--- src/hw/rtl/i2c_target_byte_receiver_defines.svh ---
// assertion macros for the i2c target byte receiver
`ifndef I2C_TARGET_BYTE_RECEIVER_DEFINES_SVH
`define I2C_TARGET_BYTE_RECEIVER_DEFINES_SVH

// property holds on every rising clock edge outside reset
`define I2C_TBR_ASSERT(lbl, prop, msg) \
  lbl: assert property (@(posedge clk_i) disable iff (!rst_ni) (prop)) else $error(msg);

// condition must never be true outside reset
`define I2C_TBR_ASSERT_NEVER(lbl, cond, msg) \
  lbl: assert property (@(posedge clk_i) disable iff (!rst_ni) !(cond)) else $error(msg);

`endif

--- src/hw/rtl/i2c_tbr_pkg.sv ---
// types, codes and helpers shared by the i2c target byte receiver files
`default_nettype none

package i2c_tbr_pkg;

  localparam int unsigned AddrW  = 7;
  localparam int unsigned ByteW  = 8;
  localparam int unsigned PhaseW = 3;
  localparam int unsigned CountW = 4;

  localparam logic [AddrW-1:0] OwnAddrReset = 7'd80;

  // phase codes as seen on the bus_phase field
  localparam logic [PhaseW-1:0] CodeIdle     = 3'd0;
  localparam logic [PhaseW-1:0] CodeAddr     = 3'd1;
  localparam logic [PhaseW-1:0] CodeAddrAck  = 3'd2;
  localparam logic [PhaseW-1:0] CodeData     = 3'd3;
  localparam logic [PhaseW-1:0] CodeDataAck  = 3'd4;
  localparam logic [PhaseW-1:0] CodeWaitStop = 3'd5;

  typedef enum logic [5:0] {
    PhIdle     = 6'b000001,
    PhAddr     = 6'b000010,
    PhAddrAck  = 6'b000100,
    PhData     = 6'b001000,
    PhDataAck  = 6'b010000,
    PhWaitStop = 6'b100000
  } phase_e;

  function automatic logic [PhaseW-1:0] phase_code(phase_e ph);
    logic [PhaseW-1:0] code;
    unique case (ph)
      PhIdle:     code = CodeIdle;
      PhAddr:     code = CodeAddr;
      PhAddrAck:  code = CodeAddrAck;
      PhData:     code = CodeData;
      PhDataAck:  code = CodeDataAck;
      PhWaitStop: code = CodeWaitStop;
      default:    code = CodeIdle;
    endcase
    return code;
  endfunction

endpackage

`default_nettype wire

--- src/hw/rtl/i2c_tbr_if.sv ---
// channel interfaces: line sample in, result out, address register write
`default_nettype none

interface i2c_tbr_in_if;
  logic valid;
  logic ready;
  logic scl;
  logic sda;

  modport source (output valid, output scl, output sda, input ready);
  modport sink (input valid, input scl, input sda, output ready);
endinterface

interface i2c_tbr_out_if;
  logic                             valid;
  logic                             ready;
  logic                             sda_pull_low;
  logic                             start_seen;
  logic                             stop_seen;
  logic                             address_matched;
  logic                             address_rejected;
  logic                             byte_valid;
  logic [i2c_tbr_pkg::ByteW-1:0]    byte_value;
  logic [i2c_tbr_pkg::PhaseW-1:0]   bus_phase;

  modport source (
    output valid, output sda_pull_low, output start_seen, output stop_seen,
    output address_matched, output address_rejected, output byte_valid,
    output byte_value, output bus_phase, input ready
  );
  modport sink (
    input valid, input sda_pull_low, input start_seen, input stop_seen,
    input address_matched, input address_rejected, input byte_valid,
    input byte_value, input bus_phase, output ready
  );
endinterface

interface i2c_tbr_cfg_if;
  logic                           valid;
  logic                           ready;
  logic [i2c_tbr_pkg::AddrW-1:0]  data;

  modport source (output valid, output data, input ready);
  modport sink (input valid, input data, output ready);
endinterface

`default_nettype wire

--- src/hw/rtl/i2c_target_byte_receiver.sv ---
// i2c target byte receiver: start/stop detect, address match, one data byte
// a result beat is registered and presented in the cycle after its input beat is accepted
// throughput: one beat per cycle while the output is ready, set by the single result register
// input ready stays high while the result register is empty or being drained
// reset: bus lines assumed idle high, phase idle, own address 80, held byte 0
`default_nettype none

`include "i2c_target_byte_receiver_defines.svh"

module i2c_target_byte_receiver (
  input  wire logic             clk_i,
  input  wire logic             rst_ni,
  i2c_tbr_in_if.sink            in_i,
  i2c_tbr_out_if.source         out_o,
  i2c_tbr_cfg_if.sink           cfg_i
);

  localparam int unsigned AddrW  = i2c_tbr_pkg::AddrW;
  localparam int unsigned ByteW  = i2c_tbr_pkg::ByteW;
  localparam int unsigned PhaseW = i2c_tbr_pkg::PhaseW;
  localparam int unsigned CountW = i2c_tbr_pkg::CountW;

  // bus state
  logic                     scl_last_q;
  logic                     sda_last_q;
  i2c_tbr_pkg::phase_e      phase_q, phase_d;
  logic [CountW-1:0]        bit_count_q, bit_count_d;
  logic [ByteW-1:0]         shift_q, shift_d;
  logic                     ack_drive_q, ack_drive_d;
  logic [ByteW-1:0]         held_byte_q, held_byte_d;
  logic [AddrW-1:0]         own_addr_q;

  // result register
  logic                     out_valid_q;
  logic                     start_q, stop_q, matched_q, rejected_q, byte_valid_q;
  logic [PhaseW-1:0]        bus_phase_q;

  logic                     in_fire;
  logic                     scl, sda;
  logic                     rising, falling, high_both, start, stop;
  logic                     matched, rejected, byte_valid;
  logic [CountW-1:0]        bit_count_inc;
  logic [ByteW-1:0]         shift_next;

  assign in_i.ready  = ~out_valid_q | out_o.ready;
  assign in_fire     = in_i.valid & in_i.ready;
  assign cfg_i.ready = 1'b1;

  assign scl = in_i.scl;
  assign sda = in_i.sda;

  assign rising    = scl & ~scl_last_q;
  assign falling   = ~scl & scl_last_q;
  assign high_both = scl & scl_last_q;
  assign start     = high_both & sda_last_q & ~sda;
  assign stop      = high_both & ~sda_last_q & sda;

  assign bit_count_inc = bit_count_q + CountW'(1);
  assign shift_next    = {shift_q[ByteW-2:0], sda};

  always_comb begin
    phase_d     = phase_q;
    bit_count_d = bit_count_q;
    shift_d     = shift_q;
    ack_drive_d = ack_drive_q;
    held_byte_d = held_byte_q;
    matched     = 1'b0;
    rejected    = 1'b0;
    byte_valid  = 1'b0;
    if (start) begin
      phase_d     = i2c_tbr_pkg::PhAddr;
      bit_count_d = '0;
      shift_d     = '0;
      ack_drive_d = 1'b0;
    end else if (stop) begin
      phase_d     = i2c_tbr_pkg::PhIdle;
      bit_count_d = '0;
      ack_drive_d = 1'b0;
    end else begin
      unique case (phase_q) inside
        i2c_tbr_pkg::PhAddr, i2c_tbr_pkg::PhData: begin
          if (rising) begin
            shift_d     = shift_next;
            bit_count_d = bit_count_inc;
            if (bit_count_inc[CountW-1]) begin
              bit_count_d = '0;
              shift_d     = '0;
              if (phase_q == i2c_tbr_pkg::PhAddr) begin
                if (shift_next[ByteW-1:1] == own_addr_q && !shift_next[0]) begin
                  matched = 1'b1;
                  phase_d = i2c_tbr_pkg::PhAddrAck;
                end else begin
                  rejected = 1'b1;
                  phase_d  = i2c_tbr_pkg::PhWaitStop;
                end
              end else begin
                held_byte_d = shift_next;
                byte_valid  = 1'b1;
                phase_d     = i2c_tbr_pkg::PhDataAck;
              end
            end
          end
        end
        i2c_tbr_pkg::PhAddrAck, i2c_tbr_pkg::PhDataAck: begin
          if (falling) begin
            ack_drive_d = ~ack_drive_q;
            // end of the acknowledge clock
            if (ack_drive_q) begin
              if (phase_q == i2c_tbr_pkg::PhAddrAck) begin
                phase_d     = i2c_tbr_pkg::PhData;
                bit_count_d = '0;
                shift_d     = '0;
              end else begin
                phase_d = i2c_tbr_pkg::PhWaitStop;
              end
            end
          end
        end
        i2c_tbr_pkg::PhWaitStop: begin
        end
        default: begin
          phase_d     = i2c_tbr_pkg::PhIdle;
          ack_drive_d = 1'b0;
        end
      endcase
    end
  end

  always_ff @(posedge clk_i or negedge rst_ni) begin
    if (!rst_ni) begin
      scl_last_q  <= 1'b1;
      sda_last_q  <= 1'b1;
      phase_q     <= i2c_tbr_pkg::PhIdle;
      bit_count_q <= '0;
      shift_q     <= '0;
      ack_drive_q <= 1'b0;
      held_byte_q <= '0;
    end else if (in_fire) begin
      scl_last_q  <= scl;
      sda_last_q  <= sda;
      phase_q     <= phase_d;
      bit_count_q <= bit_count_d;
      shift_q     <= shift_d;
      ack_drive_q <= ack_drive_d;
      held_byte_q <= held_byte_d;
    end
  end

  always_ff @(posedge clk_i or negedge rst_ni) begin
    if (!rst_ni) begin
      own_addr_q <= i2c_tbr_pkg::OwnAddrReset;
    end else if (cfg_i.valid && cfg_i.ready) begin
      own_addr_q <= cfg_i.data;
    end
  end

  always_ff @(posedge clk_i or negedge rst_ni) begin
    if (!rst_ni) begin
      out_valid_q <= 1'b0;
    end else if (in_fire) begin
      out_valid_q <= 1'b1;
    end else if (out_o.ready) begin
      out_valid_q <= 1'b0;
    end
  end

  always_ff @(posedge clk_i) begin
    if (in_fire) begin
      start_q      <= start;
      stop_q       <= stop;
      matched_q    <= matched;
      rejected_q   <= rejected;
      byte_valid_q <= byte_valid;
      bus_phase_q  <= i2c_tbr_pkg::phase_code(phase_d);
    end
  end

  assign out_o.valid            = out_valid_q;
  assign out_o.sda_pull_low     = ack_drive_q;
  assign out_o.start_seen       = start_q;
  assign out_o.stop_seen        = stop_q;
  assign out_o.address_matched  = matched_q;
  assign out_o.address_rejected = rejected_q;
  assign out_o.byte_valid       = byte_valid_q;
  assign out_o.byte_value       = held_byte_q;
  assign out_o.bus_phase        = bus_phase_q;

  `I2C_TBR_ASSERT_NEVER(a_match_and_reject, out_valid_q && matched_q && rejected_q, "address both matched and rejected")
  `I2C_TBR_ASSERT(a_ack_only_in_ack_phase, ack_drive_q |-> (phase_q == i2c_tbr_pkg::PhAddrAck || phase_q == i2c_tbr_pkg::PhDataAck), "sda driven outside an ack phase")
  `I2C_TBR_ASSERT(a_byte_enters_data_ack, (out_valid_q && byte_valid_q) |-> (bus_phase_q == i2c_tbr_pkg::CodeDataAck), "byte beat not followed by data ack phase")
  `I2C_TBR_ASSERT(a_start_enters_addr, (out_valid_q && start_q) |-> (bus_phase_q == i2c_tbr_pkg::CodeAddr && !ack_drive_q), "start beat not in address phase")

endmodule

`default_nettype wire
--- src/flat_wrapper.sv ---
// flat-port wrapper written by rule: the top's interface ports become plain ports
module i2c_target_byte_receiver_flat 
  (clk_i, rst_ni, in_i_valid, in_i_scl, in_i_sda, in_i_ready, out_o_valid, out_o_sda_pull_low, out_o_start_seen, out_o_stop_seen, out_o_address_matched, out_o_address_rejected, out_o_byte_valid, out_o_byte_value, out_o_bus_phase, out_o_ready, cfg_i_valid, cfg_i_data, cfg_i_ready);
  i2c_tbr_in_if in_i_i ();
  i2c_tbr_out_if out_o_i ();
  i2c_tbr_cfg_if cfg_i_i ();
  input  wire logic clk_i;
  input  wire logic rst_ni;
  input wire logic [$bits(in_i_i.valid)-1:0] in_i_valid;
  input wire logic [$bits(in_i_i.scl)-1:0] in_i_scl;
  input wire logic [$bits(in_i_i.sda)-1:0] in_i_sda;
  output wire logic [$bits(in_i_i.ready)-1:0] in_i_ready;
  output wire logic [$bits(out_o_i.valid)-1:0] out_o_valid;
  output wire logic [$bits(out_o_i.sda_pull_low)-1:0] out_o_sda_pull_low;
  output wire logic [$bits(out_o_i.start_seen)-1:0] out_o_start_seen;
  output wire logic [$bits(out_o_i.stop_seen)-1:0] out_o_stop_seen;
  output wire logic [$bits(out_o_i.address_matched)-1:0] out_o_address_matched;
  output wire logic [$bits(out_o_i.address_rejected)-1:0] out_o_address_rejected;
  output wire logic [$bits(out_o_i.byte_valid)-1:0] out_o_byte_valid;
  output wire logic [$bits(out_o_i.byte_value)-1:0] out_o_byte_value;
  output wire logic [$bits(out_o_i.bus_phase)-1:0] out_o_bus_phase;
  input wire logic [$bits(out_o_i.ready)-1:0] out_o_ready;
  input wire logic [$bits(cfg_i_i.valid)-1:0] cfg_i_valid;
  input wire logic [$bits(cfg_i_i.data)-1:0] cfg_i_data;
  output wire logic [$bits(cfg_i_i.ready)-1:0] cfg_i_ready;
  assign in_i_i.valid = in_i_valid;
  assign in_i_i.scl = in_i_scl;
  assign in_i_i.sda = in_i_sda;
  assign in_i_ready = in_i_i.ready;
  assign out_o_valid = out_o_i.valid;
  assign out_o_sda_pull_low = out_o_i.sda_pull_low;
  assign out_o_start_seen = out_o_i.start_seen;
  assign out_o_stop_seen = out_o_i.stop_seen;
  assign out_o_address_matched = out_o_i.address_matched;
  assign out_o_address_rejected = out_o_i.address_rejected;
  assign out_o_byte_valid = out_o_i.byte_valid;
  assign out_o_byte_value = out_o_i.byte_value;
  assign out_o_bus_phase = out_o_i.bus_phase;
  assign out_o_i.ready = out_o_ready;
  assign cfg_i_i.valid = cfg_i_valid;
  assign cfg_i_i.data = cfg_i_data;
  assign cfg_i_ready = cfg_i_i.ready;
  i2c_target_byte_receiver u_core (.clk_i(clk_i), .rst_ni(rst_ni), .in_i(in_i_i), .out_o(out_o_i), .cfg_i(cfg_i_i));
endmodule
--- config.mk ---
export PLATFORM = sky130hd
export DESIGN_NAME = i2c_target_byte_receiver_flat
export DESIGN_NICKNAME = d
export VERILOG_FILES = /design/src/hw/rtl/i2c_tbr_pkg.sv /design/src/hw/rtl/i2c_tbr_if.sv /design/src/hw/rtl/i2c_target_byte_receiver.sv /design/src/flat_wrapper.sv
export VERILOG_INCLUDE_DIRS = /design/src /design/src/hw/rtl
export SDC_FILE = /design/constraint.sdc
export NUM_CORES = 1
export LEC_CHECK = 0
export BUFFER_PORTS_ARGS = -buffer_cell sky130_fd_sc_hd__buf_4
export CORE_ASPECT_RATIO = 1.4
export CORE_MARGIN = 2
export CORE_UTILIZATION = 40
export DETAILED_ROUTE_END_ITERATION = 8
export RECOVER_POWER = 100
export SLEW_MARGIN = 20
export SYNTH_ARGS = -nofsm -noshare
export SYNTH_HDL_FRONTEND = slang
export SYNTH_SLANG_ARGS = --single-unit
--- constraint.sdc ---
create_clock -name clk_i -period 5 [get_ports clk_i]
set_input_delay 1 -clock clk_i [delete_from_list [all_inputs] [get_ports clk_i]]
set_output_delay 1 -clock clk_i [all_outputs]
set_load 0.01 [all_outputs]
# Word-level counts from Yosys, hierarchy flattened
# Index checks and enable logic that the tools add are counted.
[word_totals] regBits=44 in_bits=14 out_inout_bits=20 wordCells=108
[op_classes] addsub=1 eq_ne=21 n_mux=36 bitwise=21 n_reduce_logical=14
[ops] operator="$mux W6" n=9
[ops] operator="$mux W7" n=7
[ops] operator="$mux W4" n=6
[ops] operator="$pmux W6 S3" n=1
[ops] operator="$ne A4 B1 Y1 const B" n=4
[ops] operator="$ne A3 B1 Y1 const B" n=5
[ops] operator="$pmux W3 S5" n=1
[ops] operator="$pmux W7 S2" n=1
[ops] operator="$reduce_and A7 Y1" n=2
[ops] operator="$eq A6 B2 Y1 const B" n=2
[ops] operator="$eq A6 B3 Y1 const B" n=2
[ops] operator="$eq A6 B4 Y1 const B" n=2
[ops] operator="$eq A6 B5 Y1 const B" n=2
[ops] operator="$eq A6 B6 Y1 const B" n=2
[ops] operator="$not A1 Y1" n=12
[ops] operator="$and A1 B1 Y1" n=8
[ops] operator="$mux W1" n=8
[ops] operator="$pmux W4 S2" n=1
[ops] operator="$eq A7 B7 Y1" n=1
[ops] operator="$reduce_and A6 Y1" n=1
[ops] operator="$reduce_or A6 Y1" n=1
[ops] operator="$reduce_or A5 Y1" n=1
[ops] operator="$add A4 B1 Y4 const B" n=1
[ops] operator="$reduce_bool A4 Y1" n=1
[ops] operator="other kinds (11)" n=12

# Depth between registers and ports, before layout
# Gate-level depths: netlist of run 1.
[logic_depth] depth_word=11 ltp_mapped=7 depth_no_buf=5

# Worst setup path before layout of run 1
# OpenSTA, ideal clock, no wires.
[synth_path] kind="input to register" start="input in_i_scl" end="register u_core.bit_count_q[2]" setup_ps=126 t_arrival_ps=2266 t_required_ps=4874 slack_ps=2608 cell_stages=5 n_path_buf=0 path_cell_list="nand3b_1 > or4_4 > and2_4 > o21a_1 > a221o_1"
[synth_between] elab_chain_cells=5 elab_cells_between_ends=16 classes_between="eq/ne (4); mux (2); bitwise (8); reduce/logical (2)"
[synth_rtl] element="start, declared" line_no="flat_wrapper.sv:10" rtl="input wire logic [$bits(in_i_i.scl)-1:0] in_i_scl;"
[synth_rtl] element="$and A1 B1 Y1" line_no="i2c_target_byte_receiver.sv:54" rtl="assign high_both = scl & scl_last_q;"
[synth_rtl] element="$and A1 B1 Y1 (on tied branches) (2 in series)" line_no="i2c_target_byte_receiver.sv:56, i2c_target_byte_receiver.sv:55"
[synth_rtl] element="$ne A4 B1 Y1 (no source line), or another cell as far along"
[synth_rtl] element="$reduce_and A6 Y1 (no source line) / $mux W4 (equally long branches)"
[synth_rtl] element="end signal, assigned" line_no="i2c_target_byte_receiver.sv:142" rtl="bit_count_q <= bit_count_d;"
[synth_rtl] element="end, declared" line_no="i2c_target_byte_receiver.sv:27" rtl="logic [CountW-1:0] bit_count_q, bit_count_d;"
# Several ways; a longest one is shown, not always the timed one.
# A chain may end at the register's enable or synchronous reset.

# Worst setup path in the final report of run 1
[layout_path] start="register u_core.phase_q[5]" end="register u_core.shift_q[6]"
[layout_between] elab_chain_cells=5 elab_cells_between_ends=15 classes_between="eq/ne (8); mux (3); reduce/logical (4)"
[layout_rtl] element="start, declared" line_no="i2c_target_byte_receiver.sv:26" rtl="i2c_tbr_pkg::phase_e phase_q, phase_d;"
[layout_rtl] element="start signal, assigned" line_no="i2c_target_byte_receiver.sv:133" rtl="phase_q <= i2c_tbr_pkg::PhIdle;"
[layout_rtl] element="start signal, assigned" line_no="i2c_target_byte_receiver.sv:141" rtl="phase_q <= phase_d;"
[layout_rtl] element="$eq A6 B5 Y1 (no source line), or another cell as far along"
[layout_rtl] element="$reduce_or A2 Y1" line_no="i2c_target_byte_receiver.sv:80" rtl="unique case (phase_q) inside"
[layout_rtl] element="$pmux W7 S2" line_no="i2c_target_byte_receiver.sv:80"
[layout_rtl] element="$mux W7" line_no="i2c_target_byte_receiver.sv:75" rtl="end else if (stop) begin"
[layout_rtl] element="$mux W7" line_no="i2c_target_byte_receiver.sv:70" rtl="if (start) begin"
[layout_rtl] element="end signal, assigned" line_no="i2c_target_byte_receiver.sv:143" rtl="shift_q <= shift_d;"
[layout_rtl] element="end, declared" line_no="i2c_target_byte_receiver.sv:28" rtl="logic [ByteW-1:0] shift_q, shift_d;"
# Several ways; a longest one is shown, not always the timed one. The select of a mux whose other input is x is not followed.

==> impl_metrics.yaml, run 1 <==
routing:
  wl_per_cell_um: 15.6
  drt_iter0_drc: 62
  ant_nets: 0
  vias: 1565
  drc: 0
  drt-vias-per-instance: 5.38
  routed_wl_um: 4550
  first_pass_iters: 4
logic_synthesis:
  syn_area_per_cell_um2: 11.2
  synth_cell_type_count: 49
  syn_area_um2: 2170
  ys.flop_type: "dfrtp_1"
  synth_nets: 210
  ys_warn_count: 0
  yosys_register_bits: 43
  synth_cells: 195
  yosysSeqAreaShare_pct: 51.6
  synth_edf_count: 8
  synth.most_common_cell: "dfrtp_1"
  synth_top_area_cell: "dfrtp_1"
  synth_async_sr_flop_share_pct: 81.4
  synth_commonest_cells: "30 x dfrtp_1, 18 x mux2_2, 14 x o21ai_0, 13 x inv_1, 12 x nand3_1"
  synth_top_area_share_pct: 34.5
  synthTopCellsByArea: "dfrtp_1 35%, edfxtp_1 11%, mux2_2 9.3%"
min_path:
  hp-start: "u_core.out_o.byte_value[5]"
  holdPathStages: 1
  whs_endpoint: "u_core.out_o.byte_value[5]"
  worstHoldPathType: "register to register"
floorplanning:
  die_h_um: 91.2
  rows: 31
  start_util_pct: 41.8
  die_width_um: 66.3
  coreArea_um2: 5200
  ios: 34
  die-area_um2: 6050
worst_setup_path:
  r2r-end: "u_core.shift_q[6]"
  reg2reg_depth: 4
  r2r-start: "u_core.phase_q[5]"
  path_max_fanout: 14
  cp.arrival_ns: 3.40
  cp_data_required_time_ns: 5.11
  cp-start-kind: "register"
  rrSetupSlack_ns: 1.71
  critPathCaptureType: "register"
  worstSetupPathType: "register to register"
placed_design:
  place_hpwl_um: 3370
  pre_cts_ws_ns: 2.26
  placed_cells: 283
  gp_congestion: 0.830
  port_buffers: 32
sta:
  final.setup.tns_ns: 0
  setup_violations: 0
  final_max_slew_viol_count: 36
  setup_ws_ns: 1.71
  max_slew_margin_pct: -25.3
  clock.fmax_ghz: 0.304
  period_minus_slack_ns: 3.29
  rsz0062_at_grt: "no"
  period_share_pct: 65.9
  max_slew.worst_pin.slew_ns: 1.88
  finalHoldViolations: 0
  fin_worst_skew_ns: 0.00602
  fin_hold_ws_ns: 0.511
finish:
  area_delta_synth_final_pct: 11.8
  drive_above_1_share_pct: 20.0
  nFillCells: 528
  stdcell_count: 291
  nets: 239
  antenna_cells: 0
pwr:
  p_comb_share_pct: 17.0
  powerDensity_nw_per_um2: 375
  p_leak_uw: 0.000994
  seq_power_share_pct: 52.8
  p_int_uw: 637
  sw_frac_of_total_pct: 30.1
  peakVddDrop_mv: 0.212
  clkPwrFrac_pct: 30.2
  p_sw_uw: 274
clocking:
  clk_path_buf_depth: 2
  holdBufCountCts: 0
  tritoncts: "yes"
  cts_resized: 0
  cts_sinks: 43
  htree_levels: 2
  insertion_delay_ns: 0.30
  clkTransAtPathRegs_ns: 0.08
  cts_made_buffers: 5
  clockRootBuffer: "clkbuf_8"
  post_cts_buffers: 0
grt:
  grt_max_degree: 36
  grt-ovfl-total: 0
  grt_use_total_pct: 16.5
  grt_pass1_wl_um: 7620
  grt_pass1_vias: 1562
  antenna_found_initial: 0
job:
  maxCapViolCount: 1
run_status:
  status: "finished with violations"
  failed_checks: "max-capacitance violations, max-slew violations"
## cell families after synthesis
group | after synthesis | synth area share [%]
compound gates | 34 | 11.5
xor+xnor | 10 | 4.03
fa+ha+maj | 1 | 0.575
buf+inv | 23 | 4.89
flops | 43 | 51.6
mux | 18 | 9.32
other cells | 1 | 0.172
simple gates | 65 | 17.9
## flip-flops by register name (all words and copies together) (netlist names)
| signal | flops |
|---|---|
| u_core.out_o.valid | 1 |
| u_core.sda_last_q | 1 |
| u_core.out_o.bus_phase | 3 |
| u_core.out_o.address_rejected | 1 |
| u_core.out_o.byte_valid | 1 |
| u_core.own_addr_q | 7 |
| u_core.out_o.stop_seen | 1 |
| u_core.scl_last_q | 1 |
| u_core.out_o.start_seen | 1 |
| u_core.out_o.byte_value | 8 |
| u_core.out_o.address_matched | 1 |
| u_core.bit_count_q | 3 |
| u_core.phase_q | 6 |
| u_core.out_o.sda_pull_low | 1 |
| u_core.shift_q | 7 |
## per-layer routing
layer / global-route usage, % / share of wire (%) / vias to the layer above
li1: - / - / 755
met3: 3.10 / 4.8 / 7
met4: 6.12 / 2.0 / 0
met5: 0 / 0 / -
met1: 20.5 / 40 / 758
met2: 27.9 / 53 / 45
## power by group through the flow
stage               Combinational [uW]  Sequential (uW)  Clock, uW
floorplan                          125              464          0
global placement                   164              488          0
detailed placement                 166              490          0
CTS                                167              482        282
global route                       179              489        293
finish                             155              481        275
## how the worst max path moves through the flow
| stage | slack [ns] | from | depth (start not counted) | end |
|---|---|---|---|---|
| 2_1_floorplan | 2.61 | in_i_scl | 5 | u_core.bit_count_q[2] |
| 4_1_cts | 2.50 | u_core.phase_q[5] | 4 | u_core.shift_q[6] |
| 3_3_place_gp | 2.29 | out_o_ready | 5 | u_core.out_o.byte_value[4] |
| 5_1_grt | 1.41 | u_core.phase_q[5] | 4 | u_core.shift_q[6] |
| 6_report | 1.71 | u_core.phase_q[5] | 4 | u_core.shift_q[6] |
| 3_5_place_dp | 2.26 | in_i_scl | 5 | u_core.shift_q[6] |
## cells in the final DEF (no fill, tap or decap), drive strengths merged, types with 2 or more instances in the layout
cell type / instances
dfrtp: 30
clkbuf: 28
mux2: 18
o21ai: 14
inv: 13
nand3: 12
nor2: 9
buf: 9
nand2b: 8
xor2: 8
edfxtp: 8
nand2: 7
nor4: 5
dfstp: 5
or2: 4
or4: 4
nand4: 3
a22o: 3
nand3b: 2
xnor2: 2
nor3b: 2
o21a: 2
a2111oi: 2
a21o: 2
and3: 2
and2: 2
clkinv: 2
## layout make-up
type	instances	area [um2]	area share [%]
multi-input combinational	129	907	37.3
clock buffer	5	68.8	2.83
tap	66	82.6	3.40
timing repair buffer	32	158	6.48
inverter	13	48.8	2.01
sequential	43	1120	46.2
clock inverter	3	43.8	1.80
## per-stage QoR
step / total power [uW] / utilization (%) / instance area [um2]
after floorplan: 589 / - / 2170
after global placement: 652 / 46.9 / 2440
after detailed placement: 656 / 46.9 / 2440
after CTS: 931 / 49.1 / 2550
after global routing: 961 / 46.8 / 2430
final: 911 / 46.8 / 2430
## worst max-delay path: stages (launching register included)
cell and delay (ns):
dfrtp_1 0.47, or4_1 0.61, or4_1 0.56, a311oi_1 1.22, o21ai_0 0.25
Note: power is estimated with default switching activity, not from simulation.
==> run 2, diff against run 1 <==
==> constraint.sdc (replaced) <==
create_clock -name clk_i -period 3.4 [get_ports clk_i]
set_input_delay 0.68 -clock clk_i [delete_from_list [all_inputs] [get_ports clk_i]]
set_output_delay 0.68 -clock clk_i [all_outputs]
set_load 0.01 [all_outputs]
==> run 2 against run 1 <==
Compared with the run above:
- the flow still finishes with violations (max-capacitance violations, max-slew violations)
- final cell count rose by 0.34%
- maximum frequency is 17% higher
- global-route usage is 0.080 points lower
- non-clock buffer count is 1 higher
- critical path type unchanged
- core utilization shrank 0.26 points
- via count rose by 1.6%
- critical path depth unchanged
- combinational power increased by 48%
==> impl_metrics.yaml, run 2 (same netlist as run 1, synthesis figures left out) <==
placed_design:
  place_area_um2: 2450
  port_buffers: 32
  gp_congestion: 0.843
  place_hpwl_um: 3340
routing:
  routed_wl_um: 4490
  vias: 1590
  drt-vias-per-instance: 5.45
  drc: 0
  first_pass_iters: 4
  wl_per_cell_um: 15.4
  drt_iter0_drc: 48
  ant_nets: 0
finish:
  antenna_cells: 0
  area_delta_synth_final_pct: 11.2
  final_common_cell: "dfrtp_1"
  largest_reg_flops: 8
  drive_above_1_share_pct: 19.9
  layout_common_cells: "30 x dfrtp_1, 23 x clkbuf_1, 18 x mux2_2"
  final_area_um2: 2420
  nets: 240
clocking:
  cts_sinks: 43
  clkTransAtPathRegs_ns: 0.08
  post_cts_buffers: 0
  holdBufCountCts: 0
  cts_made_buffers: 5
  clk_path_buf_depth: 2
  tritoncts: "yes"
  cts_resized: 0
  clockRootBuffer: "clkbuf_8"
  htree_levels: 2
  insertion_delay_ns: 0.29
worst_setup_path:
  cp_data_required_time_ns: 3.58
  cp-start-kind: "register"
  cp.arrival_ns: 3.00
  path_max_fanout: 9
  critPathCaptureType: "register"
  r2r-end: "u_core.out_o.byte_value[4]"
  reg2reg_depth: 4
  rrSetupSlack_ns: 0.58
  worstSetupPathType: "register to register"
  r2r-start: "u_core.phase_q[5]"
grt:
  grt_pass1_wl_um: 7620
  grt_use_total_pct: 16.4
  grt-ovfl-total: 0
  grt_pass1_vias: 1563
  antenna_found_initial: 0
  grt_max_degree: 36
pwr:
  p_leak_uw: 0.000983
  peakVddDrop_mv: 0.327
  powerDensity_nw_per_um2: 518
min_path:
  worstHoldPathType: "register to register"
  whs_endpoint: "u_core.out_o.byte_value[2]"
  holdPathStages: 1
  hp-start: "u_core.out_o.byte_value[2]"
floorplanning:
  coreArea_um2: 5200
  die_h_um: 91.2
  ios: 34
  die_width_um: 66.3
  die-area_um2: 6050
  rows: 31
  start_util_pct: 41.8
sta:
  max_slew_margin_pct: -24.7
  final_max_slew_viol_count: 36
  clock.fmax_ghz: 0.355
  period_minus_slack_ns: 2.82
  setup_violations: 0
  fin_worst_skew_ns: 0.00334
  final.setup.tns_ns: 0
  period_share_pct: 82.9
  rsz0062_at_grt: "no"
  finalHoldViolations: 0
  max_slew.worst_pin.slew_ns: 1.87
job:
  maxCapViolCount: 1
run_status:
  status: "finished with violations"
  failed_checks: "max-capacitance violations, max-slew violations"
[run 2: area by class of cell]
class	count	area (um2)
timing repair buffer	33	165
inverter	13	48.8
clock buffer	6	72.6
clock inverter	2	12.5
multi-input combinational	129	913
tap	66	82.6
fill	523	2780
sequential	43	1120
[run 2: worst max-delay path by stage]
stage	from	endpoint
floorplan	u_core.phase_q[5]	u_core.bit_count_q[2]
global placement	u_core.phase_q[2]	u_core.out_o.bus_phase[0]
detailed placement	u_core.phase_q[5]	u_core.shift_q[5]
CTS	u_core.phase_q[5]	u_core.shift_q[5]
global route	u_core.phase_q[5]	u_core.out_o.byte_value[2]
finish	u_core.phase_q[5]	u_core.out_o.byte_value[4]
[run 2: worst max-delay path, stage by stage (launching register included)]
cell	delay, ns
dfrtp_1	0.47
or4_1	0.59
or3_1	0.39
nor3_1	0.84
mux2_2	0.42
[run 2: power by group]
| group | internal, uW | switching [uW] | total (uW) |
|---|---|---|---|
| registers | 609 | 94.6 | 704 |
| clock network | 144 | 175 | 319 |
| logic | 109 | 120 | 229 |
[run 2: layer usage]
metal,track usage (%),up-vias,routed length [um]
li1,-,763,-
met1,20.9,782,1900
met2,27.1,41,2330
met3,3.84,4,202
met4,5.44,0,64
met5,0,-,0
[run 2: through the flow]
step / total power, uW / utilization (%) / hold WS [ns] / std cells / worst slack (ns)
after floorplan: 866 / - / 0.384 / 195 / 1.12
after global placement: 953 / 47.1 / 0.493 / 284 / 1.01
after detailed placement: 959 / 47.1 / 0.500 / 284 / 0.949
after CTS: 1280 / 48.7 / 0.339 / 292 / 0.929
after global routing: 1330 / 46.5 / 0.528 / 292 / 0.425
final: 1250 / 46.5 / 0.514 / 292 / 0.581
==> run 3, diff against run 2 <==
==> constraint.sdc (replaced) <==
create_clock -name clk_i -period 2.9 [get_ports clk_i]
set_input_delay 0.58 -clock clk_i [delete_from_list [all_inputs] [get_ports clk_i]]
set_output_delay 0.58 -clock clk_i [all_outputs]
set_load 0.01 [all_outputs]
==> run 3 against run 2 <==
Compared with the run above:
- the run still ends with max-capacitance violations, max-slew violations left
- power up 19%
- sequential power increased by 17%
- clock-buffer cell count down 1
- setup slack worse by 0.20 ns
- die area is the same
- worst hold slack got worse by 0.029 ns
- critical path depth is 1 higher
- global-route usage is 0.30 points higher
- cell area increased by 1.1%
- first-iteration DRC count grew 63%
- via count decreased by 0.57%
==> impl_metrics.yaml, run 3 (same netlist as run 1, synthesis figures left out) <==
run_status:
  status: "finished with violations"
  failed_checks: "max-capacitance violations, max-slew violations"
sta:
  clock.fmax_ghz: 0.398
  max_slew.worst_pin.slew_ns: 1.89
  final.setup.tns_ns: 0
  finalHoldViolations: 0
  period_minus_slack_ns: 2.51
  rsz0062_at_grt: "no"
  max_slew_margin_pct: -25.8
  setup_violations: 0
  period_share_pct: 86.7
  fin_worst_skew_ns: 0.00944
  fin_hold_ws_ns: 0.485
  final_max_slew_viol_count: 36
worst_setup_path:
  slowest_stage: "or4_1"
  path_max_fanout: 9
  critPathCaptureType: "register"
  path_cells: "or4_1 -> or4_1 -> and2_0 -> o21a_1 -> a221o_1"
  rrSetupSlack_ns: 0.39
  cpPeakStageDelay_ns: 0.59
  cp.arrival_ns: 2.70
  crit_top_cell: "or4_1"
  worstSetupPathType: "register to register"
  r2r-end: "u_core.bit_count_q[2]"
  cp-start-kind: "register"
  reg2reg_depth: 5
  cp_data_required_time_ns: 3.08
  r2r-start: "u_core.phase_q[5]"
finish:
  final_common_cell: "dfrtp_1"
  nets: 241
  drive_above_1_share_pct: 21.1
  antenna_cells: 0
  largest_reg_flops: 8
  layout_common_cells: "30 x dfrtp_1, 22 x clkbuf_1, 18 x mux2_2"
  nFillCells: 524
  area_delta_synth_final_pct: 12.4
clocking:
  cts_sinks: 43
  insertion_delay_ns: 0.30
  holdBufCountCts: 0
  tritoncts: "yes"
  htree_levels: 2
  clk_path_buf_depth: 2
  cts_resized: 0
  clkTransAtPathRegs_ns: 0.09
  clockRootBuffer: "clkbuf_8"
  post_cts_buffers: 0
  cts_made_buffers: 5
min_path:
  worstHoldPathType: "input port to register"
  hp-start: "in_i_valid"
  holdPathStages: 2
  whs_endpoint: "u_core.out_o.valid"
pwr:
  p_comb_share_pct: 18.2
  powerDensity_nw_per_um2: 607
  sw_frac_of_total_pct: 31.9
  p_leak_uw: 0.000988
  peakVddDrop_mv: 0.410
  p_sw_uw: 473
  p_int_uw: 1010
  clkPwrFrac_pct: 26.3
  seq_power_share_pct: 55.5
routing:
  drt-vias-per-instance: 5.40
  vias: 1581
  drt_iter0_drc: 78
  wl_per_cell_um: 15.4
  routed_wl_um: 4520
  drc: 0
  first_pass_iters: 4
  ant_nets: 0
placed_design:
  place_hpwl_um: 3370
  port_buffers: 32
  gp_congestion: 0.820
job:
  maxCapViolCount: 1
floorplanning:
  die_h_um: 91.2
  die-area_um2: 6050
  start_util_pct: 41.8
  coreArea_um2: 5200
  die_width_um: 66.3
  rows: 31
  ios: 34
grt:
  antenna_found_initial: 0
  grt_pass1_vias: 1631
  grt_max_degree: 36
  grt-ovfl-total: 0
  grt_use_total_pct: 16.7
  grt_pass1_wl_um: 7690
==> run 3: cell types whose count changed in the layout (fill, tap and decap cells not counted), sizes merged <==
cell      change
buf           +1
clkbuf        -1
clkinvlp      +1
==> run 3: power by group through the flow <==
stage / clock network [uW] / logic [uW] / registers (uW)
after floorplan: 0 / 215 / 800
after global placement: 0 / 279 / 837
after detailed placement: 0 / 286 / 834
after CTS: 396 / 286 / 825
after global routing: 424 / 308 / 836
final: 390 / 270 / 823
==> run 3: worst max path at each step <==
| stage | start | to | depth (start not counted) |
|---|---|---|---|
| 3_3_place_gp | u_core.phase_q[5] | u_core.shift_q[0] | 5 |
| 3_5_place_dp | u_core.phase_q[5] | u_core.shift_q[1] | 4 |
| 5_1_grt | u_core.phase_q[5] | u_core.shift_q[1] | 5 |
| 6_report | u_core.phase_q[5] | u_core.bit_count_q[2] | 5 |
| 2_1_floorplan | u_core.phase_q[5] | u_core.bit_count_q[2] | 6 |
| 4_1_cts | u_core.phase_q[5] | u_core.shift_q[2] | 5 |
==> run 3: final cells by class <==
| cell class | instances | area, um2 | share of cell area [%] |
|---|---|---|---|
| Multi-Input combinational cell | 129 | 930 | 38.0 |
| Timing Repair Buffer | 34 | 173 | 7.06 |
| Tap cell | 66 | 82.6 | 3.38 |
| Sequential cell | 43 | 1120 | 45.9 |
| Clock inverter | 3 | 20.0 | 0.819 |
| Inverter | 13 | 48.8 | 2.00 |
| Clock buffer | 5 | 68.8 | 2.81 |
==> run 3: critical path: cells and delay by family, from the launching register on <==
kind            cells  cell delay [ns]
compound gates      2             0.52
simple gates        3             1.41
flops               1             0.47
==> run 3: per-stage QoR <==
step                std cells  utilization (%)  area (um2)  total power, uW  setup slack, ns
finish                    293             47.0        2440             1480            0.386
global route              293             47.0        2440             1570            0.214
CTS                       293             48.9        2540             1510            0.477
detailed placement        285             47.2        2450             1120            0.490
global placement          285             47.2        2450             1120            0.537
floorplan                 195                -        2170             1010            0.623
==> run 3: per-layer routing <==
layer	global-route usage [%]	vias to the layer above	wire [um]
met2	27.3	41	2370
met4	8.33	0	140
met5	0	-	0
li1	-	761	-
met1	20.0	767	1830
met3	4.21	12	175
